==> src/hw/rtl/mwa_pkg.sv <==
// shared types, codes and helpers of the multi-width alu
`default_nettype none
package mwa_pkg;

  localparam int unsigned NDiv = 64;

  typedef enum logic [4:0] {
    OP_NOT     = 5'd0,
    OP_AND     = 5'd1,
    OP_OR      = 5'd2,
    OP_XOR     = 5'd3,
    OP_SHL     = 5'd4,
    OP_SAR     = 5'd5,
    OP_SHR     = 5'd6,
    OP_CMP     = 5'd7,
    OP_CMPZERO = 5'd8,
    OP_SETFLAG = 5'd9,
    OP_NEG     = 5'd10,
    OP_ADD     = 5'd11,
    OP_SUB     = 5'd12,
    OP_MUL     = 5'd13,
    OP_DIVS    = 5'd14,
    OP_DIVU    = 5'd15,
    OP_REMS    = 5'd16,
    OP_REMU    = 5'd17
  } op_e;

  localparam logic [7:0] FlagC    = 8'h01;
  localparam logic [7:0] FlagN    = 8'h02;
  localparam logic [7:0] FlagV    = 8'h04;
  localparam logic [7:0] FlagH    = 8'h10;
  localparam logic [7:0] FlagZ    = 8'h40;
  localparam logic [7:0] FlagS    = 8'h80;
  localparam logic [7:0] FlagKeep = 8'h28;

  typedef struct packed {
    logic [4:0]  req_type;
    logic [2:0]  width_sel;
    logic [63:0] operand_a;
    logic [63:0] operand_b;
    logic [7:0]  flags_in;
  } req_t;

  typedef struct packed {
    logic [63:0] result;
    logic [7:0]  flags_out;
  } rsp_t;

  // per-item control carried down the pipeline
  typedef struct packed {
    logic [4:0]  op;
    logic [2:0]  wsel;
    logic        an;
    logic        bn;
    logic        bz;
    logic [63:0] res;
    logic [7:0]  flags;
    logic [63:0] pp0;
    logic [31:0] pp1;
    logic [31:0] pp2;
  } ctl_t;

  // restoring divider state
  typedef struct packed {
    logic [63:0] rem;
    logic [63:0] dvd;
    logic [63:0] dvs;
  } div_t;

  function automatic logic [63:0] mask_of(input logic [2:0] wsel);
    logic [63:0] m;
    case (wsel)
      3'd0: m = 64'h0000_0000_0000_00FF;
      3'd1: m = 64'h0000_0000_0000_FFFF;
      3'd2: m = 64'h0000_0000_00FF_FFFF;
      3'd3: m = 64'h0000_0000_FFFF_FFFF;
      default: m = '1;
    endcase
    return m;
  endfunction

  function automatic logic [6:0] width_of(input logic [2:0] wsel);
    logic [6:0] w;
    case (wsel)
      3'd0: w = 7'd8;
      3'd1: w = 7'd16;
      3'd2: w = 7'd24;
      3'd3: w = 7'd32;
      default: w = 7'd64;
    endcase
    return w;
  endfunction

  function automatic logic sign_of(input logic [63:0] v, input logic [2:0] wsel);
    logic s;
    case (wsel)
      3'd0: s = v[7];
      3'd1: s = v[15];
      3'd2: s = v[23];
      3'd3: s = v[31];
      default: s = v[63];
    endcase
    return s;
  endfunction

endpackage
`default_nettype wire

==> src/hw/rtl/mwa_div_step.sv <==
// one restoring division step: one quotient bit
`default_nettype none
module mwa_div_step (
  input  var mwa_pkg::div_t d_i,
  output mwa_pkg::div_t     d_o
);
  logic [64:0] rem_sh;
  logic [65:0] diff;
  logic        borrow;

  always_comb begin
    rem_sh = {d_i.rem, d_i.dvd[63]};
    diff   = {1'b0, rem_sh} - {2'b00, d_i.dvs};
    borrow = diff[65];
    d_o.rem = borrow ? rem_sh[63:0] : diff[63:0];
    d_o.dvd = {d_i.dvd[62:0], ~borrow};
    d_o.dvs = d_i.dvs;
  end
endmodule
`default_nettype wire

==> config.mk <==
export PLATFORM = sky130hd
export DESIGN_NAME = mwa_div_step
export DESIGN_NICKNAME = d
export VERILOG_FILES = /design/src/hw/rtl/mwa_pkg.sv /design/src/hw/rtl/mwa_div_step.sv
export SDC_FILE = /design/constraint.sdc
export NUM_CORES = 1
export LEC_CHECK = 0
export BUFFER_PORTS_ARGS = -buffer_cell sky130_fd_sc_hd__buf_2
export CAP_MARGIN = 0
export CORE_AREA = 3 3 149 151
export DETAILED_ROUTE_END_ITERATION = 8
export DIE_AREA = 0 0 152 154
export REMOVE_ABC_BUFFERS = 1
export SYNTH_ARGS = -nofsm -noshare
export SYNTH_HDL_FRONTEND = slang
export SYNTH_SLANG_ARGS = --single-unit
==> constraint.sdc <==
create_clock -name vclk -period 6.6
set_clock_uncertainty 0.1 [all_clocks]
set_input_delay 0.66 -clock vclk [all_inputs]
set_output_delay 0.66 -clock vclk [all_outputs]
set_load 0.03 [all_outputs]
Yosys cells after proc, flatten, opt, wreduce, memory -nomap -nowiden
Index checks and enable logic that the tools add are counted.

Word-level logic and storage cells: 3. Bits in registers: 0.

Mux-type cells: 1. Bitwise operators: 1. Add/sub/neg operators: 1.

Operator list (number): $sub 65x64->66 (1); $mux 64 (1); $not 1->1 (1).

Depth between registers and ports, before layout
Gate-level depths: netlist of run 1.

Word-level depth: 2. Depth in mapped cells: 15. Depth with buffers taken out: 14.

Worst setup path before layout of run 1
OpenSTA, ideal clock, no wires.

Kind: in2out. Start point: input d_i[10] (netlist bit). End point: output d_o[177] (netlist bit). Stages: 14. Arrival time: 3.559 ns. Slack: 2.281 ns. Buffers on the path: 3. Path through: inv_1 -> ha_1 -> buf_2 -> a21oi_1 -> o21ai_0 -> a21o_1 -> a221o_2 -> a31oi_2 -> o41ai_4 -> a211oi_2 -> o31ai_4 -> buf_4 -> buf_4 -> a21oi_1.

RTL lines: start: declaration (line mwa_div_step.sv:4) `input var mwa_pkg::div_t d_i,`; end: declaration (line mwa_div_step.sv:5) `output mwa_pkg::div_t d_o`.

==> results of run 1 <==
[logic make-up (layout without fill, tap and decap cells)]
| family | count (synthesis) | count (layout) | synth area share, % |
|---|---|---|---|
| compound gates | 268 | 268 | 30.18 |
| xor+xnor | 57 | 57 | 8.993 |
| fa+ha+maj | 65 | 65 | 14.78 |
| buf+inv | 240 | 345 | 25.42 |
| mux | 14 | 14 | 2.795 |
| simple gates | 226 | 226 | 17.83 |
[per-layer routing]
metal	global-route usage [%]	up-vias
met3	13.43	8
met4	0.1712	6
met5	10.35	-
met1	23.33	2817
li1	-	3092
met2	27.52	410
[through the flow]
step / hold slack, ps / instances / cell area (um2)
floorplan: 1220 / 716 / 4463
global placement: 1220 / 1250 / 6118
detailed placement: 1220 / 1250 / 6118
CTS: 1220 / 1250 / 6118
global route: 1220 / 1250 / 6118
finish: 1220 / 1250 / 6118
[final timing paths]
kind / start / end / slack [ps]
setup / recovery: d_i[127] / d_o[190] / 1530
hold / removal: d_i[115] / d_o[116] / 1220
[area by class of cell]
cell class / count / area share [%]
Inverter: 86 / 5.276
Multi-Input combinational cell: 630 / 67.67
Tap cell: 275 / 5.624
Timing Repair Buffer: 259 / 21.43
[placed cells by master (no fill, tap or decap), types with 3 or more instances in the layout]
cell type and count:
xnor2_1 31, xor2_1 26, a211oi_1 8, o21bai_1 13, mux2_2 9, a31o_2 4, nor2_1 96, a221oi_1 3
nand2_1 71, nand3_1 12, inv_1 86, and2_1 3, ha_1 64, a21o_1 26, a31oi_1 10, buf_2 258
nand4_1 12, mux2_1 3, nor3_1 4, o21ai_0 28, o21ai_1 3, and3_1 6, o221ai_1 4, o21a_1 7
or3_1 4, a21oi_1 133, nor2b_1 5, o211ai_1 6
[power by group]
group / internal, mW / switching [mW] / leakage (nW) / total (mW)
Clock: 0 / 0 / 0 / 0
Sequential: 0 / 0 / 0 / 0
Combinational: 0.301 / 0.578 / 3.25 / 0.879
Total: 0.301 / 0.578 / 3.25 / 0.879
==> impl_metrics.sql, run 1 <==
INSERT INTO impl_metrics (metric_group, metric, value, unit) VALUES
('outcome', 'status', 'finished clean', ''),
('power', 'power-per-cell-area', '143.6', 'nW/um2'),
('floorplan', 'design.core.area', '20960', 'um2'),
('cells_and_area', 'numSequentialCells', '0', ''),
('logic_synthesis', 'netlist_area', '5552', 'um2'),
('logic_synthesis', 'synth_seq_area_share', '0', '%'),
('route', 'drt-wirelength-per-cell', '19.38', 'um'),
('worst_hold_path', 'hp-class', 'primary input to primary output', ''),
('timing', 'timing.final.crit_period', '5073', 'ps'),
('grt', 'first_global_vias', '5875', ''),
('timing', 'worst_slew_pin_slew', '705.4', 'ps'),
('run', 'cap_violations', '0', ''),
('setup_path', 'critPathMaxStageDelay', '410', 'ps'),
('route', 'dr.max_layer_used', 'met5', ''),
('timing', 'layout_setup_ws', '1527', 'ps'),
('timing', 'unrepaired_setup_endpoints_after_global_routing', 'no', ''),
('setup_path', 'critPathArrivalTime', '4310', 'ps'),
('cells_and_area', 'layout.core_utilization', '29.20', '%'),
('logic_synthesis', 'synth.most_common_cell', 'a21oi_1', ''),
('logic_synthesis', 'area_fraction_of_the_dominant_cell_type_after_synthesis', '17.58', '%'),
('route', 'met3_length', '4194', 'um'),
('logic_synthesis', 'yosys_warnings', '0', ''),
('floorplan', 'floorplan.die_area', '23410', 'um2'),
('setup_path', 'worstPathRequired', '5840', 'ps'),
('setup_path', 'crit_path_end_kind', 'primary output', ''),
('setup_path', 'critical_path.max_fanout', '5', ''),
('route', 'antenna_violating_nets_post_route', '0', ''),
('cells_and_area', 'drive_gt1_share', '28.82', '%'),
('logic_synthesis', 'avgSynthCellArea', '6.381', 'um2'),
('grt', 'grt_start_max_net_pins', '116', ''),
('floorplan', 'pin_count', '384', ''),
('timing', 'relSlewSlack', '52.98', '%'),
('timing', 'setup_total_negative_slack', '0', 'ps'),
('place', 'place_worst_setup_slack', '1570', 'ps'),
('route', 'routedLengthMet1', '9945', 'um'),
('cells_and_area', 'num-clock-buffers', '0', ''),
('timing', 'fmax', '197.1', 'MHz'),
('route', 'postRouteWirelength', '24220', 'um'),
('setup_path', 'critPathLaunchType', 'primary input', ''),
('worst_hold_path', 'whs_path_depth', '0', ''),
('cells_and_area', 'diodes_inserted', '0', ''),
('cells_and_area', 'n_fill_cell', '2418', ''),
('timing', 'final_min_period_over_clock_period', '76.86', '%'),
('setup_path', 'critical-path-slowest-cell', 'fa_1', ''),
('grt', 'grt_usage', '18.88', '%'),
('place', 'place_congestion', '0.8811', ''),
('place', 'detailedPlacementHpwl', '21470', 'um'),
('grt', 'grt_pass1_wl', '34980', 'um'),
('setup_path', 'critical_path_cell_count', '16', ''),
('timing', 'final_max_slew_viol_count', '0', ''),
('setup_path', 'crit_chain', 'buf_2 > inv_1 > ha_1 > inv_1 > fa_1 > a21o_1 > a31oi_1 > a2bb2oi_1 > a311oi_1 > o21ai_1 > o211ai_2 > a21oi_1 > o31a_1 > or3b_1 > a41o_1 > buf_2', ''),
('logic_synthesis', 'syn_inst', '870', ''),
('logic_synthesis', 'synth_commonest_cells', 'a21oi_1 (133), buf_4 (130), nor2_1 (96)', ''),
('floorplan', 'die_width', '152', 'um'),
('logic_synthesis', 'post-synth-top-area-cell', 'buf_4', ''),
('setup_path', 'cp_top_family', 'compound AO/OA/AOI/OAI gates', ''),
('setup_path', 'worst-setup-path-type', 'primary input to primary output', ''),
('floorplan', 'die-height', '154', 'um'),
('route', 'routed-wl-met2', '9710', 'um'),
('route', 'num_vias', '6333', ''),
('route', 'firstDrtPassIters', '5', ''),
('clock_tree', 'post_cts_repair_setup_buffers', '0', ''),
('logic_synthesis', 'synth_cell_type_count', '59', ''),
('route', 'detail_route.vias_per_cell', '5.066', ''),
('power', 'p_leak', '3.254', 'nW'),
('floorplan', 'effective_utilization_at_floorplan', '26.49', '%'),
('cells_and_area', 'area.sequential', '0', 'um2'),
('cells_and_area', 'area.growth.synth_to_final', '10.21', '%'),
('power', 'power', '878.7', 'uW'),
('grt', 'globalRouteOverflowTotal', '0', ''),
('clock_tree', 'cts_hold_repair.buffers', '0', '');
No activity file was read; power rests on OpenSTA's default activity.
==> inputs of run 2 (changes only) <==
- CORE_AREA: 3 3 149 151 -> 3 3 147 149
- DIE_AREA: 0 0 152 154 -> 0 0 150 152
- clock period: 6.6 -> 4.92 ns (I/O delays scaled with it)
==> run 2 against run 1 <==
Power up 34%. First-iteration DRC count is 18% lower. Via count decreased by 2.3%. Combinational power increased by 34%. Largest power group unchanged. Non-clock buffer count is 2 higher. Global-route usage decreased by 0.21 points. Setup slack worse by 1200 ps. Sequential share of layout area is the same. Worst hold slack got worse by 340 ps. Die area down 2.6%. Sequential cell count unchanged.
==> impl_metrics.sql, run 2 (synthesis gave the netlist of run 1 again) <==
INSERT INTO impl_metrics (metric_group, metric, value, unit) VALUES
('timing', 'relSlewSlack', '52.63', '%'),
('worst_hold_path', 'hp-class', 'primary input to primary output', ''),
('cells_and_area', 'area.sequential', '0', 'um2'),
('cells_and_area', 'drive_gt1_share', '28.97', '%'),
('setup_path', 'crit_path_end_kind', 'primary output', ''),
('clock_tree', 'post_cts_repair_setup_buffers', '0', ''),
('power', 'p_leak', '3.268', 'nW'),
('floorplan', 'placement_rows', '52', ''),
('power', 'power-per-cell-area', '191.7', 'nW/um2'),
('route', 'detail_route.vias_per_cell', '4.962', ''),
('cells_and_area', 'num-clock-buffers', '0', ''),
('grt', 'grt_antenna_before_repair', '0', ''),
('run', 'cap_violations', '0', ''),
('grt', 'globalRouteOverflowTotal', '0', ''),
('outcome', 'status', 'finished clean', ''),
('route', 'drc', '0', ''),
('cells_and_area', 'mostFrequentLayoutCells', 'buf_2 (258), a21oi_1 (133), nor2_1 (96)', ''),
('grt', 'first_global_vias', '5742', ''),
('cells_and_area', 'final_instance_area', '6140', 'um2'),
('route', 'firstDrtPassIters', '5', ''),
('clock_tree', 'cts_hold_repair.buffers', '0', ''),
('timing', 'hold_viol_final', '0', ''),
('cells_and_area', 'diodes_inserted', '0', ''),
('setup_path', 'critPathArrivalTime', '4030', 'ps'),
('cells_and_area', 'area.growth.synth_to_final', '10.59', '%'),
('floorplan', 'die_width', '150', 'um'),
('timing', 'final_max_slew_viol_count', '0', ''),
('timing', 'timing.final.crit_period', '4623', 'ps'),
('floorplan', 'pin_count', '384', ''),
('cells_and_area', 'final_nets', '1236', ''),
('timing', 'worst_slew_pin_slew', '710.5', 'ps'),
('clock_tree', 'postCtsResizedCells', '0', ''),
('floorplan', 'design.core.area', '20300', 'um2'),
('route', 'num_vias', '6188', ''),
('place', 'number_of_i_o_port_buffers', '258', ''),
('setup_path', 'worst-setup-path-type', 'primary input to primary output', ''),
('timing', 'fmax', '216.3', 'MHz'),
('place', 'detailedPlacementHpwl', '21080', 'um'),
('timing', 'final_min_period_over_clock_period', '93.97', '%'),
('power', 'irDropWorstVdd', '0.00009448', 'V'),
('place', 'place_congestion', '0.8628', ''),
('route', 'drt-initial-drc-count', '337', ''),
('place', 'placed_cell_area', '6140', 'um2'),
('cells_and_area', 'numSequentialCells', '0', ''),
('cells_and_area', 'most_common_library_cell_in_the_layout_ignoring_fill_and_taps', 'buf_2', ''),
('setup_path', 'worstPathRequired', '4330', 'ps'),
('setup_path', 'critPathLaunchType', 'primary input', ''),
('setup_path', 'critical_path.max_fanout', '72', ''),
('grt', 'grt_usage', '18.67', '%'),
('floorplan', 'effective_utilization_at_floorplan', '27.35', '%'),
('route', 'drt-wirelength-per-cell', '18.74', 'um'),
('route', 'antenna_violating_nets_post_route', '0', ''),
('power', 'power', '1.177', 'mW'),
('timing', 'setup_violations', '0', ''),
('floorplan', 'die-height', '152', 'um'),
('floorplan', 'floorplan.die_area', '22800', 'um2'),
('grt', 'grt_pass1_wl', '33490', 'um'),
('grt', 'grt_start_max_net_pins', '73', ''),
('route', 'postRouteWirelength', '23370', 'um'),
('timing', 'unrepaired_setup_endpoints_after_global_routing', 'no', '');
run 2: cell count changes in the layout (fill, tap and decap cells not counted):
cell    delta
buf_4      +1
buf_12     +1
run 2: power breakdown:
group	total [mW]	leakage [nW]	switching, mW	internal, mW
clock network	0	0	0	0
registers	0	0	0	0
logic	1.18	3.27	0.770	0.407
total	1.18	3.27	0.770	0.407
run 2: final timing paths:
check     start       end  slack (ps)  cells past startpoint
max      d_i[4]  d_o[175]         300                     14
min    d_i[109]  d_o[110]         880                      0
run 2: per-stage QoR:
| step | hold slack, ps | util [%] | worst slack (ps) | TNS [ps] | std cells |
|---|---|---|---|---|---|
| 6_report | 884.1 | 30.25 | 296.7 | 0 | 1247 |
| 2_1_floorplan | 884.0 | - | -1064 | -63430 | 716 |
| 3_5_place_dp | 884.2 | 30.25 | 330.0 | 0 | 1247 |
| 4_1_cts | 884.2 | 30.25 | 322.7 | 0 | 1247 |
| 3_3_place_gp | 884.2 | 30.25 | 341.8 | 0 | 1247 |
| 5_1_grt | 884.2 | 30.25 | 86.89 | 0 | 1247 |
run 2: per-layer routing:
layer / track usage, % / wire length (um) / vias up
met1: 23.19 / 9767 / 2706
met3: 12.75 / 3996 / 8
met5: 7.174 / 190 / -
met2: 27.81 / 9395 / 362
li1: - / - / 3106
met4: 0.08715 / 20 / 6
run 2: area by class of cell:
| class | count | area [um2] |
|---|---|---|
| repair buffers | 261 | 1339 |
| inverters | 86 | 322.8 |
| fillers | 2306 | 14160 |
| multi-input cells | 630 | 4140 |
| well taps | 270 | 337.8 |
run 2: worst max-delay path, cell delays in order:
cell	delay (ps)
buf_2	80
inv_1	40
ha_1	380
o211ai_1	120
a21o_1	190
a21oi_1	240
a221o_2	270
a31oi_2	220
o41ai_4	570
a211oi_2	180
o31ai_4	320
buf_12	300
mux2_2	380
buf_2	180
==> inputs of run 3 (changes only) <==
- CORE_AREA: 3 3 147 149 -> 2 2 148 150
==> run 3 against run 2 <==
Core utilization fell by 1.3 points. First-iteration DRC count fell by 12%. Worst hold slack did not move. Count of clock-buffer cells in the layout stayed put. Cell count is 1.2% higher. Cell area increased by 0.82%. Wire length grew 1.5%. Sequential share of layout area stayed put. Global-route usage increased by 0.72 points. Maximum frequency shrank 0.89%. Die area stayed put. Highest routed layer unchanged.
==> impl_metrics.sql, run 3 (synthesis gave the netlist of run 1 again) <==
INSERT INTO impl_metrics (metric_group, metric, value, unit) VALUES
('outcome', 'status', 'finished clean', ''),
('power', 'power', '1.186', 'mW'),
('run', 'cap_violations', '0', ''),
('floorplan', 'die-height', '152', 'um'),
('route', 'detail_route.vias_per_cell', '4.967', ''),
('route', 'firstDrtPassIters', '5', ''),
('cells_and_area', 'numSequentialCells', '0', ''),
('setup_path', 'critPathBufInv', '4', ''),
('timing', 'final_max_slew_viol_count', '0', ''),
('setup_path', 'critical_path.max_fanout', '75', ''),
('setup_path', 'crit_path_end_kind', 'primary output', ''),
('power', 'irDropWorstVdd', '0.0001148', 'V'),
('timing', 'unrepaired_setup_endpoints_after_global_routing', 'no', ''),
('grt', 'grt_antenna_before_repair', '0', ''),
('timing', 'worst_slew_pin_slew', '533.5', 'ps'),
('power', 'power-per-cell-area', '191.7', 'nW/um2'),
('timing', 'final_min_period_over_clock_period', '94.82', '%'),
('cells_and_area', 'drive_gt1_share', '29.33', '%'),
('grt', 'globalRouteOverflowTotal', '0', ''),
('clock_tree', 'post_cts_repair_setup_buffers', '0', ''),
('cells_and_area', 'final_instance_area', '6190', 'um2'),
('floorplan', 'die_width', '150', 'um'),
('clock_tree', 'postCtsResizedCells', '0', ''),
('power', 'p_leak', '3.292', 'nW'),
('cells_and_area', 'area.growth.synth_to_final', '11.49', '%'),
('place', 'place_worst_setup_slack', '308.6', 'ps'),
('timing', 'timing.final.crit_period', '4665', 'ps'),
('grt', 'grt_usage', '19.39', '%'),
('setup_path', 'critPathLaunchType', 'primary input', ''),
('cells_and_area', 'mostFrequentLayoutCells', 'buf_2 (258), a21oi_1 (133), nor2_1 (96)', ''),
('timing', 'layout_setup_ws', '255.0', 'ps'),
('cells_and_area', 'most_common_library_cell_in_the_layout_ignoring_fill_and_taps', 'buf_2', ''),
('setup_path', 'worst-setup-path-type', 'primary input to primary output', ''),
('place', 'placed_cell_area', '6190', 'um2'),
('setup_path', 'crit_chain', 'buf_2 > inv_1 > ha_1 > o211ai_1 > a21o_1 > a21oi_1 > a221o_2 > a31oi_2 > o41ai_4 > a211oi_2 > o31ai_4 > buf_12 > mux2_2 > buf_2', ''),
('cells_and_area', 'area.sequential', '0', 'um2'),
('cells_and_area', 'diodes_inserted', '0', ''),
('setup_path', 'worstPathRequired', '4330', 'ps'),
('cells_and_area', 'num-clock-buffers', '0', ''),
('worst_hold_path', 'hp-class', 'primary input to primary output', ''),
('setup_path', 'critPathArrivalTime', '4070', 'ps'),
('setup_path', 'critPathMaxStageDelay', '570', 'ps'),
('timing', 'setup_violations', '0', ''),
('timing', 'fmax', '214.4', 'MHz'),
('place', 'detailedPlacementHpwl', '21110', 'um'),
('grt', 'grt_pass1_wl', '34130', 'um'),
('route', 'drt-wirelength-per-cell', '18.79', 'um'),
('grt', 'grt_start_max_net_pins', '76', ''),
('place', 'place_congestion', '0.8683', ''),
('route', 'antenna_violating_nets_post_route', '0', ''),
('setup_path', 'critical-path-slowest-cell', 'o41ai_4', ''),
('route', 'drc', '0', ''),
('route', 'drt-initial-drc-count', '295', ''),
('floorplan', 'placement_rows', '54', ''),
('timing', 'hold_viol_final', '0', ''),
('route', 'postRouteWirelength', '23710', 'um'),
('route', 'num_vias', '6268', ''),
('floorplan', 'floorplan.die_area', '22800', 'um2'),
('floorplan', 'design.core.area', '21350', 'um2'),
('setup_path', 'cpMostUsedCell', 'buf_2', ''),
('floorplan', 'effective_utilization_at_floorplan', '26.00', '%'),
('floorplan', 'pin_count', '384', ''),
('place', 'number_of_i_o_port_buffers', '258', ''),
('timing', 'finalHoldWorstSlack', '884.1', 'ps'),
('setup_path', 'cp_top_family', 'compound AO/OA/AOI/OAI gates', ''),
('clock_tree', 'cts_hold_repair.buffers', '0', ''),
('cells_and_area', 'final_nets', '1241', ''),
('timing', 'relSlewSlack', '64.19', '%'),
('grt', 'first_global_vias', '5753', '');
==> run 3: changes by cell type in the layout (fill, tap and decap cells not counted), sizes merged <==
cell  delta
buf      +5
==> run 3: report_power, final <==
group / internal (mW) / leakage (nW) / switching, mW
Sequential: 0 / 0 / 0
Clock: 0 / 0 / 0
Combinational: 0.412 / 3.29 / 0.775
Total: 0.412 / 3.29 / 0.775
==> run 3: metrics by stage <==
stage                     cells  TNS [ps]  utilization (%)
after floorplan             716    -63430                -
after global placement     1262         0            28.99
after detailed placement   1262         0            28.99
after CTS                  1262         0            28.99
after global routing       1262         0            28.99
final                      1262         0            28.99
==> run 3: cell type report <==
| class | count | area (um2) |
|---|---|---|
| well taps | 280 | 350.3 |
| multi-input cells | 630 | 4140 |
| fillers | 2464 | 15160 |
| inverters | 86 | 322.8 |
| repair buffers | 266 | 1376 |
==> run 3: path summary, 6_finish.rpt <==
kind / from / end / slack [ps] / cells past startpoint
setup / recovery: d_i[4] / d_o[175] / 250 / 14
hold / removal: d_i[109] / d_o[110] / 880 / 0
==> run 3: layer usage <==
layer / track usage, % / vias to the layer above / share of wire [%]
li1: - / 3114 / -
met1: 23.84 / 2754 / 41
met2: 28.48 / 380 / 40
met3: 12.94 / 12 / 17
met4: 0.9434 / 8 / 0.58
met5: 11.09 / - / 1.3
