File: config.mk
export PLATFORM = sky130hd
export DESIGN_NAME = mwa_back
export DESIGN_NICKNAME = d
export VERILOG_FILES = /design/src/hw/rtl/mwa_pkg.sv /design/src/hw/rtl/mwa_back.sv
export SDC_FILE = /design/constraint.sdc
export NUM_CORES = 1
export LEC_CHECK = 0
export BUFFER_PORTS_ARGS = -buffer_cell sky130_fd_sc_hd__buf_2
export CORE_AREA = 2 2 186 188
export DETAILED_ROUTE_END_ITERATION = 8
export DIE_AREA = 0 0 188 190
export SLEW_MARGIN = 20
export SYNTH_ARGS = -nofsm -noshare
export SYNTH_HDL_FRONTEND = slang
export SYNTH_SLANG_ARGS = --single-unit
File: constraint.sdc
create_clock -name vclk -period 4.74
set_clock_uncertainty 0.05 [all_clocks]
set_input_delay 0.237 -clock vclk [all_inputs]
set_output_delay 0.237 -clock vclk [all_outputs]
set_load 0.01 [all_outputs]
File: src/hw/rtl/mwa_pkg.sv
// shared types, codes and helpers of the multi-width alu
`default_nettype none
package mwa_pkg;

  localparam int unsigned NDiv = 64;

  typedef enum logic [4:0] {
    OP_NOT     = 5'd0,
    OP_AND     = 5'd1,
    OP_OR      = 5'd2,
    OP_XOR     = 5'd3,
    OP_SHL     = 5'd4,
    OP_SAR     = 5'd5,
    OP_SHR     = 5'd6,
    OP_CMP     = 5'd7,
    OP_CMPZERO = 5'd8,
    OP_SETFLAG = 5'd9,
    OP_NEG     = 5'd10,
    OP_ADD     = 5'd11,
    OP_SUB     = 5'd12,
    OP_MUL     = 5'd13,
    OP_DIVS    = 5'd14,
    OP_DIVU    = 5'd15,
    OP_REMS    = 5'd16,
    OP_REMU    = 5'd17
  } op_e;

  localparam logic [7:0] FlagC    = 8'h01;
  localparam logic [7:0] FlagN    = 8'h02;
  localparam logic [7:0] FlagV    = 8'h04;
  localparam logic [7:0] FlagH    = 8'h10;
  localparam logic [7:0] FlagZ    = 8'h40;
  localparam logic [7:0] FlagS    = 8'h80;
  localparam logic [7:0] FlagKeep = 8'h28;

  typedef struct packed {
    logic [4:0]  req_type;
    logic [2:0]  width_sel;
    logic [63:0] operand_a;
    logic [63:0] operand_b;
    logic [7:0]  flags_in;
  } req_t;

  typedef struct packed {
    logic [63:0] result;
    logic [7:0]  flags_out;
  } rsp_t;

  // per-item control carried down the pipeline
  typedef struct packed {
    logic [4:0]  op;
    logic [2:0]  wsel;
    logic        an;
    logic        bn;
    logic        bz;
    logic [63:0] res;
    logic [7:0]  flags;
    logic [63:0] pp0;
    logic [31:0] pp1;
    logic [31:0] pp2;
  } ctl_t;

  // restoring divider state
  typedef struct packed {
    logic [63:0] rem;
    logic [63:0] dvd;
    logic [63:0] dvs;
  } div_t;

  function automatic logic [63:0] mask_of(input logic [2:0] wsel);
    logic [63:0] m;
    case (wsel)
      3'd0: m = 64'h0000_0000_0000_00FF;
      3'd1: m = 64'h0000_0000_0000_FFFF;
      3'd2: m = 64'h0000_0000_00FF_FFFF;
      3'd3: m = 64'h0000_0000_FFFF_FFFF;
      default: m = '1;
    endcase
    return m;
  endfunction

  function automatic logic [6:0] width_of(input logic [2:0] wsel);
    logic [6:0] w;
    case (wsel)
      3'd0: w = 7'd8;
      3'd1: w = 7'd16;
      3'd2: w = 7'd24;
      3'd3: w = 7'd32;
      default: w = 7'd64;
    endcase
    return w;
  endfunction

  function automatic logic sign_of(input logic [63:0] v, input logic [2:0] wsel);
    logic s;
    case (wsel)
      3'd0: s = v[7];
      3'd1: s = v[15];
      3'd2: s = v[23];
      3'd3: s = v[31];
      default: s = v[63];
    endcase
    return s;
  endfunction

endpackage
`default_nettype wire

File: src/hw/rtl/mwa_back.sv
// back stage: sign fixup, product sum, result select and width mask
`default_nettype none
module mwa_back (
  input  var mwa_pkg::ctl_t ctl_i,
  input  var mwa_pkg::div_t div_i,
  output mwa_pkg::rsp_t     rsp_o
);
  logic [63:0] m, q, r, nq, nr, prod, res;

  always_comb begin
    m    = mwa_pkg::mask_of(ctl_i.wsel);
    q    = div_i.dvd;
    r    = div_i.rem;
    nq   = 64'd0 - q;
    nr   = 64'd0 - r;
    prod = ctl_i.pp0 + {ctl_i.pp1 + ctl_i.pp2, 32'd0};
    case (ctl_i.op)
      mwa_pkg::OP_MUL:  res = prod;
      mwa_pkg::OP_DIVS: res = ctl_i.bz ? (ctl_i.an ? 64'd1 : m)
                                       : ((ctl_i.an != ctl_i.bn) ? nq : q);
      mwa_pkg::OP_DIVU: res = q;
      mwa_pkg::OP_REMS: res = (ctl_i.bz || !ctl_i.an) ? r : nr;
      mwa_pkg::OP_REMU: res = r;
      default:          res = ctl_i.res;
    endcase
    rsp_o.result    = res & m;
    rsp_o.flags_out = ctl_i.flags;
  end
endmodule
`default_nettype wire

# Word-level counts from Yosys, hierarchy flattened
# Cells that the tools add are included.
totals:
  ff_bits: 0
  inputBits: 403
  output_inout_bits: 72
  wordCells: 23
classes:
  addsub: 4
  n_eq_ne: 9
  n_mux: 6
  bitwise: 1
  reduce_logical: 3
ops:
  columns: ["operator", "n"]
  rows:
  - ["64-bit one-hot mux with 5 select lines", 1]
  - ["64-bit two-way mux", 4]
  - ["64-bit one-hot mux with 4 select lines", 1]
  - ["1-bit by 64-bit subtractor with 64-bit output, first input constant", 2]
  - ["64-bit adder", 1]
  - ["64-bit AND", 1]
  - ["32-bit adder", 1]
  - ["5-bit by 4-bit == test with 1-bit output, second input constant", 3]
  - ["5-bit == test, second input constant", 2]
  - ["3-bit by 2-bit == test with 1-bit output, second input constant", 2]
  - ["3-bit by 1-bit == test with 1-bit output, second input constant", 1]
  - ["3-bit logical NOT", 1]
  - ["1-bit logical NOT", 1]
  - ["1-bit logical OR", 1]
  - ["1-bit != test", 1]

# Longest topological paths before layout
# Gate-level depths: netlist (run 1).
depth:
  ltp_word: 6
  ltp_mapped: 24
  mapped_depth_nobuf: 23

# Worst setup path before layout (run 1)
# Ideal clock, no wire load.
synth_timing:
  path_type: "input -> output"
  start: "in ctl_i[0] in the netlist's numbering"
  end: "out rsp_o[71] in the netlist's numbering"
  arrival_time_ns: 4.521
  setup_slack_ns: -0.068
  cell_stages: 24
  n_path_buf: 1
  path_cell_list: "ha_1 -> inv_1 -> fa_1 -> nor2b_1 -> o21ai_0 -> a21boi_0 -> or3_1 -> a21oi_1 -> a2111oi_0 -> nor2_1 -> and2_1 -> xnor2_1 -> ha_1 -> clkbuf_1 -> a21o_1 -> a21o_1 -> a21oi_1 -> nor2b_1 -> or4_1 -> a31oi_1 -> o21ai_0 -> a31oi_1 -> xnor2_1 -> o22ai_1"
synth_lines:
  columns: ["item", "line_no", "rtl"]
  rows:
  - ["from (decl)", "mwa_back.sv:4", "input var mwa_pkg::ctl_t ctl_i,"]
  - ["to (decl)", "mwa_back.sv:6", "output mwa_pkg::rsp_t rsp_o"]

==> results of run 1 <==
## metrics by stage
stage | worst slack (ps) | TNS, ps | std cells | hold WS (ps)
after floorplan | 68.1 | 0 | 1273 | 516
after global placement | -301 | -2280 | 2151 | 424
after detailed placement | -400 | -3980 | 2151 | 424
after CTS | -11.8 | -11.8 | 2153 | 424
after global routing | -125 | -677 | 2168 | 424
final | 51.7 | 0 | 2173 | 424
## cell families after synthesis
group | after synthesis | share of synthesized area (%)
buffers and inverters | 103 | 5.10
AND/OR/NAND/NOR | 429 | 26.7
adder cells (fa/ha/maj) | 68 | 10.6
AO/OA/AOI/OAI | 505 | 39.7
multiplexers | 3 | 0.366
XOR/XNOR | 165 | 17.6
## placed cells by master, fill, tap and decap left out, types with 6 or more instances in the layout
master and n:
a211oi_1 6, xnor2_1 84, or3_1 20, a41oi_1 9
nand2b_1 18, nand2_1 128, a31oi_1 51, o22ai_1 8
inv_1 28, a21oi_1 92, nand4_1 6, or2_2 7
o21ai_2 9, o21ai_1 9, a21o_1 24, ha_1 63
and3_1 10, buf_4 107, nor2b_1 14, a21oi_2 14
nand3_1 18, a221oi_1 30, a222oi_1 31, nor3_1 28
o21ai_0 131, o21bai_1 8, o31ai_1 21, nor4_1 14
nor2_1 101, o21a_1 12, xor2_1 75, buf_2 393
or4_1 16, diode_2 14
## area by class of cell
type	instances	share of cell area (%)
inverters	29	0.928
repair buffers	505	24.2
multi-input cells	1170	69.7
well taps	455	4.85
diodes	14	0.299
## worst max-delay path by stage
stage | start | to | cells past startpoint
after floorplan | ctl_i[0] | rsp_o[71] | 24
after global placement | ctl_i[0] | rsp_o[71] | 25
after detailed placement | ctl_i[0] | rsp_o[67] | 27
after CTS | ctl_i[32] | rsp_o[71] | 25
after global routing | ctl_i[0] | rsp_o[62] | 27
final | ctl_i[4] | rsp_o[62] | 24
## cell usage after synthesis (4+ instances only)
master    number  area share [%]
xnor2_1       87             9.3
o21bai_1       8            0.73
or3_1         21             1.6
a21o_1        24             2.2
nor3b_1        5            0.46
nand3b_1       4            0.37
a222oi_1      31             3.8
and4_1         6            0.64
a41oi_1       10             1.1
nand2b_1      19             1.4
or2_2          7            0.53
o41ai_1        5            0.53
a221oi_1      32             3.4
nor2_1       105             4.8
o21a_1        12             1.1
a21oi_1      110             6.7
o21ai_0      146             8.9
nor2b_1       16             1.2
a211oi_1       8            0.73
inv_1         29             1.3
a31oi_1       55             4.2
ha_1          66              10
buf_4          8            0.73
clkbuf_1      62             2.8
nand4_1        6            0.46
a21boi_0       4            0.37
and3_1        11            0.84
nor3_1        29             1.8
and2_1         6            0.46
o21ai_1        4            0.24
o22ai_1        8            0.61
nor4_1        14             1.1
o31ai_1       21             1.9
xor2_1        78             8.3
nand3_1       18             1.1
or4_1         17             1.6
nand2_1      128             5.9
a22oi_1        5            0.46
## power by group
| group | switching, mW | leakage, nW | internal, mW |
|---|---|---|---|
| Clock | 0 | 0.0000887 | 0.000000396 |
| Combinational | 0.961 | 5.09 | 0.804 |
| Sequential | 0 | 0 | 0 |
## routing by layer
metal | share of wire, % | track usage [%] | vias up
li1 | - | - | 5711
met1 | 42 | 31.1 | 5517
met2 | 46 | 39.7 | 574
met3 | 7.9 | 3.60 | 96
met4 | 3.3 | 7.63 | 14
met5 | 0.21 | 0 | -
## repair_timing
action,CTS,global route
setup endpoints to repair,17,18
pin swaps,27,54
buffers inserted,2,7
resized for setup,38,50
hold buffers,0,0
gates cloned,0,0
==> metrics.md, run 1 <==
| Metric | Value |
|---|---|
| Buffers on Ports | 395 |
| Headroom to the max-slew limit | 42.7% |
| CLK BUF | 0 |
| Die ar. | 35700 um2 |
| Cell area after layout | 11700 um2 |
| Initial DRC count | 1062 |
| Register area share after synthesis | 0% |
| Placed Area | 11300 um2 |
| Share of the clock period used by the worst path | 98.9% |
| Die width | 188 um |
| Core area | 33900 um2 |
| CP Buf/Inv Count | 6 |
| Worst-Margin Slew | 859 ps |
| GPL Wtd Cong | 0.931 |
| Largest net degree at the start of global routing | 67 |
| GRT Total Usage | 23.7% |
| Post-Route WL | 45.3 mm |
| Critical path type | input pin to primary output |
| Critical path arrival | 4400 ps |
| CP Cell Sequence | buf_2 -> ha_1 -> o21a_1 -> a21boi_2 -> buf_4 -> o21a_1 -> o21a_1 -> o21a_1 -> o21ai_1 -> nand2b_1 -> buf_4 -> xor2_1 -> ha_1 -> buf_4 -> nand4_1 -> or4_4 -> a21oi_4 -> nor2_4 -> buf_6 -> a21oi_4 -> xor2_2 -> nand2_1 -> a31oi_1 -> buf_2 |
| Global-route wire length before repair | 66.6 mm |
| Initial Util | 24.2% |
| # rows | 68 |
| Most used cell along the critical path | o21a_1 |
| # setup viols final | 0 |
| Synth Instances | 1273 |
| Area Growth Syn to Fin | 43.0% |
| Vias in the first global route | 11200 |
| Area taken by multi-input logic gates | 8170 um2 |
| IO Pins | 475 |
| Peak supply drop | 0.0695 mV |
| Pwr Density | 151 nW/um2 |
| RSZ-0062 raised after global routing | yes |
| Detailed-router iteration count before antenna repair | 9 |
| Max-cap violations | 0 |
| Max Freq | 213 MHz |
| P_leak | 5.09 nW |
| Crit path max-delay cell type | or4_4 |
| Fillers | 3780 |
| Syn Std Cell Area | 8200 um2 |
| Hold path cells | 0 |
| Global route overflow | 0 |
| Routed via count | 11900 |
| Hold Vio Cnt, Final | 0 |
| Worst Hold Class | input pin to primary output |
| Util after Layout | 34.5% |
| Die Ht | 190 um |
| Dpl hpwl | 37.5 mm |
| Antenna Violating Nets Remaining | 0 |
| Vias per cell | 5.48 |
| Share of cells above drive strength 1 | 35.0% |
| Setup crit end kind | primary output |
| Syn Nets | 1744 |
| Distinct cells, synth | 68 |
| WL/cell | 20.8 um |
| Hold_sp | ctl_i[131] |
| Final net count | 2177 |
| Syn avg cell area | 6.44 um2 |
| CP delay by family, top | compound AO/OA/AOI/OAI gates |
| Yosys warnings | 0 |
| Area taken by flip-flops and latches | 0 um2 |
| Critical path launch point type | input pin |
| Pins over their slew limit | 0 |
| Hold path endpoint | rsp_o[3] |
| Slowest stage delay, CP | 460 ps |
| Initial antenna violation count | 21 |
| CP Data Required Time | 4450 ps |
| DRC | 0 |
| CP Max Fanout | 4 |
| PnR Total Power | 1.77 mW |
| Seq_cells | 0 |
| Post-route minimum period | 4690 ps |
| Status | finished, final reports clean |
No activity file was read; power rests on OpenSTA's default activity.
==> inputs of run 2 (changes only) <==
CORE_AREA = 2 2 187 189   (was 2 2 186 188)
DIE_AREA = 0 0 189 191   (was 0 0 188 190)
==> run 2 against run 1 <==
Against the previous run:
- wire length up 2.6%
- flip-flop and latch count did not move
- worst setup slack got worse by 17 ps
- non-clock buffer count unchanged
- the run now ends with DRC left
- worst hold slack barely moved
- highest routed layer unchanged
- critical path depth fell by 2
- combinational power decreased by 2%
- clock-buffer cell count stayed put
- critical path type unchanged
- core utilization fell by 0.43 points
==> metrics.md, run 2 (synthesis results as in run 1) <==
| Metric | Value |
|---|---|
| Slowest stage delay, CP | 330 ps |
| CP Max Fanout | 3 |
| IO Pins | 475 |
| Clk pwr share | 0% |
| Placed Area | 11200 um2 |
| Max-cap violations | 0 |
| Pint | 0.783 mW |
| Final worst slack | 34.3 ps |
| Antenna Violating Nets Remaining | 0 |
| Critical path launch point type | input pin |
| Top sig layer | met5 |
| NetSw | 0.947 mW |
| Largest net degree at the start of global routing | 67 |
| Met3 wire length | 3.78 mm |
| CP Cell Sequence | buf_2 -> buf_4 -> ha_1 -> a211oi_2 -> o21ai_1 -> and2_1 -> o21a_1 -> o21ai_0 -> nand2b_1 -> a21oi_2 -> xnor2_1 -> ha_1 -> and4_1 -> and4_1 -> or2_2 -> a41oi_1 -> o21bai_1 -> a21oi_1 -> xnor2_1 -> nand2_1 -> a31oi_1 -> buf_2 |
| Worst Hold Class | input pin to primary output |
| Routed via count | 11900 |
| Die width | 189 um |
| Detailed-router iteration count before antenna repair | 9 |
| Core area | 34100 um2 |
| DR WL met2 | 21.3 mm |
| Pins over their slew limit | 0 |
| Combinational share of power | 100.0% |
| Finished Layout Cells | 2172 |
| Initial Util | 24.0% |
| Vias in the first global route | 11300 |
| Worst-Margin Slew | 1150 ps |
| Cell area after layout | 11600 um2 |
| Die ar. | 36100 um2 |
| Post-route minimum period | 4710 ps |
| Share of the clock period used by the worst path | 99.3% |
| CP delay by family, top | compound AO/OA/AOI/OAI gates |
| Buffers on Ports | 395 |
| Vias per cell | 5.47 |
| Switching Share | 54.7% |
| Hold Vio Cnt, Final | 0 |
| Headroom to the max-slew limit | 23.1% |
| GPL Wtd Cong | 0.939 |
| Commonest non-fill, non-tap cell in the layout | buf_2 |
| P_leak | 5.07 nW |
| Post-Route WL | 46.4 mm |
| Hold_sp | ctl_i[132] |
| Seq_cells | 0 |
| WL met1 | 19.6 mm |
| Flop pwr share | 0% |
| Util after Layout | 34.1% |
| CP Buf/Inv Count | 3 |
| GRT Total Usage | 23.8% |
| Setup crit end kind | primary output |
| Global route overflow | 0 |
| Dpl hpwl | 38.2 mm |
| Die Ht | 191 um |
| Status | complete, but fails checks |
| Share of cells above drive strength 1 | 34.2% |
| WP depth | 22 |
| Initial DRC count | 1045 |
| Max Freq | 213 MHz |
| # setup viols final | 0 |
| Pwr Density | 149 nW/um2 |
| Critical path arrival | 4420 ps |
| Most frequent cells in the layout | buf_2, o21ai_0, nand2_1, buf_4, nor2_1 |
| Hold path endpoint | rsp_o[4] |
| Failing checks | DRC |
| Global-route wire length before repair | 67.3 mm |
| CP Data Required Time | 4450 ps |
| Area Growth Syn to Fin | 42.0% |
| Hold WS | 424 ps |
| Fillers | 3737 |
| Hold path cells | 0 |
| Final net count | 2177 |
| Initial antenna violation count | 18 |
| Crit path max-delay cell type | or2_2 |
| Pre-CTS WS | -401 ps |
| CLK BUF | 0 |
| Critical path type | input pin to primary output |
| WL/cell | 21.4 um |
| Cell Count Post-Placement | 2146 |
| Peak supply drop | 0.0710 mV |
| DRC | 1 |
| RSZ-0062 raised after global routing | yes |
| # rows | 68 |
| Area taken by flip-flops and latches | 0 um2 |
| Hold_buf cts | 0 |
==> run 2: worst max path at each step <==
| stage | startpoint | to | slack [ps] |
|---|---|---|---|
| finish | ctl_i[1] | rsp_o[55] | 30 |
| global route | ctl_i[0] | rsp_o[62] | -220 |
| CTS | ctl_i[1] | rsp_o[62] | 9 |
| detailed placement | ctl_i[0] | rsp_o[71] | -400 |
| global placement | ctl_i[0] | rsp_o[71] | -310 |
| floorplan | ctl_i[0] | rsp_o[71] | 70 |
==> run 2: layout make-up <==
type | instances | area, um2 | area share (%)
Antenna cell | 13 | 32.5 | 0.280
Inverter | 29 | 109 | 0.935
Multi-Input combinational cell | 1170 | 8110 | 69.7
Tap cell | 455 | 569 | 4.89
Timing Repair Buffer | 505 | 2820 | 24.2
==> run 2: repair_timing <==
action / in CTS / in global routing
gates resized for setup: 33 / 35
pin swaps: 12 / 33
buffers inserted: 5 / 8
setup endpoints to repair: 15 / 17
==> run 2: per-layer routing <==
metal,vias to the layer above,track usage (%)
met5,-,0
met4,8,7.96
met3,89,3.98
met2,577,39.8
met1,5496,30.9
li1,5714,-
==> run 2: power groups by stage <==
stage / Combinational (mW) / Clock (mW) / Sequential, mW
after global placement: 1.60 / 0 / 0
after global routing: 1.89 / 0.000000254 / 0
after detailed placement: 1.61 / 0 / 0
final: 1.73 / 0.000000367 / 0
after CTS: 1.65 / 0 / 0
after floorplan: 0.932 / 0 / 0
==> run 2: per-stage QoR <==
step / TNS [ps] / power [mW]
floorplan: 0 / 0.932
global placement: -2050 / 1.60
finish: 0 / 1.73
detailed placement: -3130 / 1.61
CTS: 0 / 1.65
global route: -2100 / 1.89
==> inputs of run 3 (changes only) <==
CORE_AREA = unset   (was 2 2 187 189)
CORE_ASPECT_RATIO = 0.75   (was unset)
CORE_UTILIZATION = 25   (was unset)
DIE_AREA = unset   (was 0 0 189 191)
==> run 3 against run 2 <==
Against the previous run:
- the run now ends clean
- global-route usage rose by 1.5 points
- design area up 0.86%
- worst setup slack better by 22 ps
- sequential share of layout area unchanged
- cell count is 0.83% lower
- largest cell class unchanged
==> metrics.md, run 3 (synthesis results as in run 1) <==
| Metric | Value |
|---|---|
| Post-route minimum period | 4680 ps |
| Initial Util | 25.4% |
| Global-route wire length before repair | 66.7 mm |
| Critical path arrival | 4400 ps |
| Worst Hold Class | input pin to primary output |
| Max-cap violations | 0 |
| Cell Count Post-Placement | 2137 |
| Seq_cells | 0 |
| Area taken by flip-flops and latches | 0 um2 |
| Final net count | 2180 |
| Critical path type | input pin to primary output |
| Final worst slack | 56.1 ps |
| Dpl hpwl | 36.8 mm |
| # setup viols final | 0 |
| CP endpoint | rsp_o[71] |
| CP Max Fanout | 3 |
| Core area | 32300 um2 |
| IO Pins | 475 |
| Worst-Margin Slew | 905 ps |
| Status | finished, final reports clean |
| Commonest non-fill, non-tap cell in the layout | buf_2 |
| Antenna Violating Nets Remaining | 0 |
| Die ar. | 33500 um2 |
| DRC | 0 |
| Die width | 211 um |
| Die Ht | 159 um |
| Post-Route WL | 44.8 mm |
| Most frequent cells in the layout | buf_2, o21ai_0, nand2_1, buf_4, nor2_1 |
| Vias per cell | 5.59 |
| Hold_buf cts | 0 |
| Routed via count | 12100 |
| Largest net degree at the start of global routing | 57 |
| Headroom to the max-slew limit | 39.7% |
| Buffers on Ports | 395 |
| CP Data Required Time | 4450 ps |
| Critical path launch point type | input pin |
| Share of the clock period used by the worst path | 98.8% |
| RSZ-0062 raised after global routing | yes |
| Pwr Density | 150 nW/um2 |
| Most used cell along the critical path | buf_4 |
| PnR Total Power | 1.76 mW |
| Hold Vio Cnt, Final | 0 |
| Share of cells above drive strength 1 | 35.3% |
| CLK BUF | 0 |
| Pins over their slew limit | 0 |
| Vias in the first global route | 11300 |
| Initial DRC count | 1216 |
| Area Growth Syn to Fin | 43.2% |
| Finished Layout Cells | 2154 |
| Initial antenna violation count | 9 |
| CP startpoint | ctl_i[32] |
| Slowest stage delay, CP | 350 ps |
| Pre-CTS WS | -601 ps |
| P_leak | 5.09 nW |
| Crit path max-delay cell type | ha_1 |
| # rows | 57 |
| WL/cell | 20.8 um |
| Detailed-router iteration count before antenna repair | 9 |
| Global route overflow | 0 |
| GPL Wtd Cong | 0.940 |
| Setup crit end kind | primary output |
| GRT Total Usage | 25.3% |
| Max Freq | 213 MHz |
| Peak supply drop | 0.0679 mV |
-- run 3: layer usage --
metal / global-route usage [%] / up-vias / part of all wire [%]
li1: - / 5715 / -
met1: 36.4 / 5715 / 46
met2: 39.5 / 561 / 43
met3: 4.43 / 54 / 8.7
met4: 3.66 / 6 / 1.6
met5: 0 / - / 0.074
-- run 3: worst max-delay path: cells and delay by family --
kind,cells,cell delay (ps)
xor+xnor,2,270
buf+inv,7,860
fa+ha+maj,3,710
simple gates,2,150
compound gates,14,2180
-- run 3: timing repair --
item                       4_1_cts  5_1_grt
buffers inserted                 5        7
resized for setup               52       42
setup endpoints to repair       16       17
pin swaps                       39       47
-- run 3: where the power goes --
part	internal (mW)	total (mW)	switching, mW
Clock	0.000000142	0.000000142	0
Combinational	0.807	1.76	0.949
Sequential	0	0	0
-- run 3: layout make-up --
class                           count  area [um2]
Antenna cell                        5        12.5
Multi-Input combinational cell   1170        8210
Timing Repair Buffer              508        2850
Inverter                           29         109
Fill cell                        3522       20600
Tap cell                          442         553
-- run 3: through the flow --
stage                     instance area (um2)  hold slack (ps)  TNS, ps  util, %
after floorplan                          8210              516        0        -
after global placement                  11200              424    -3680     34.8
after detailed placement                11200              424    -5650     34.8
after CTS                               11500              424    -68.5     35.5
after global routing                    11700              424    -1270     36.3
final                                   11700              424        0     36.3
-- run 3: worst min path at each step --
stage | from | slack [ps] | cells after the start | endpoint
finish | ctl_i[131] | 420 | 0 | rsp_o[3]
global placement | ctl_i[129] | 420 | 0 | rsp_o[1]
detailed placement | ctl_i[129] | 420 | 0 | rsp_o[1]
CTS | ctl_i[129] | 420 | 0 | rsp_o[1]
global route | ctl_i[131] | 420 | 0 | rsp_o[3]
floorplan | ctl_i[128] | 520 | 1 | rsp_o[0]
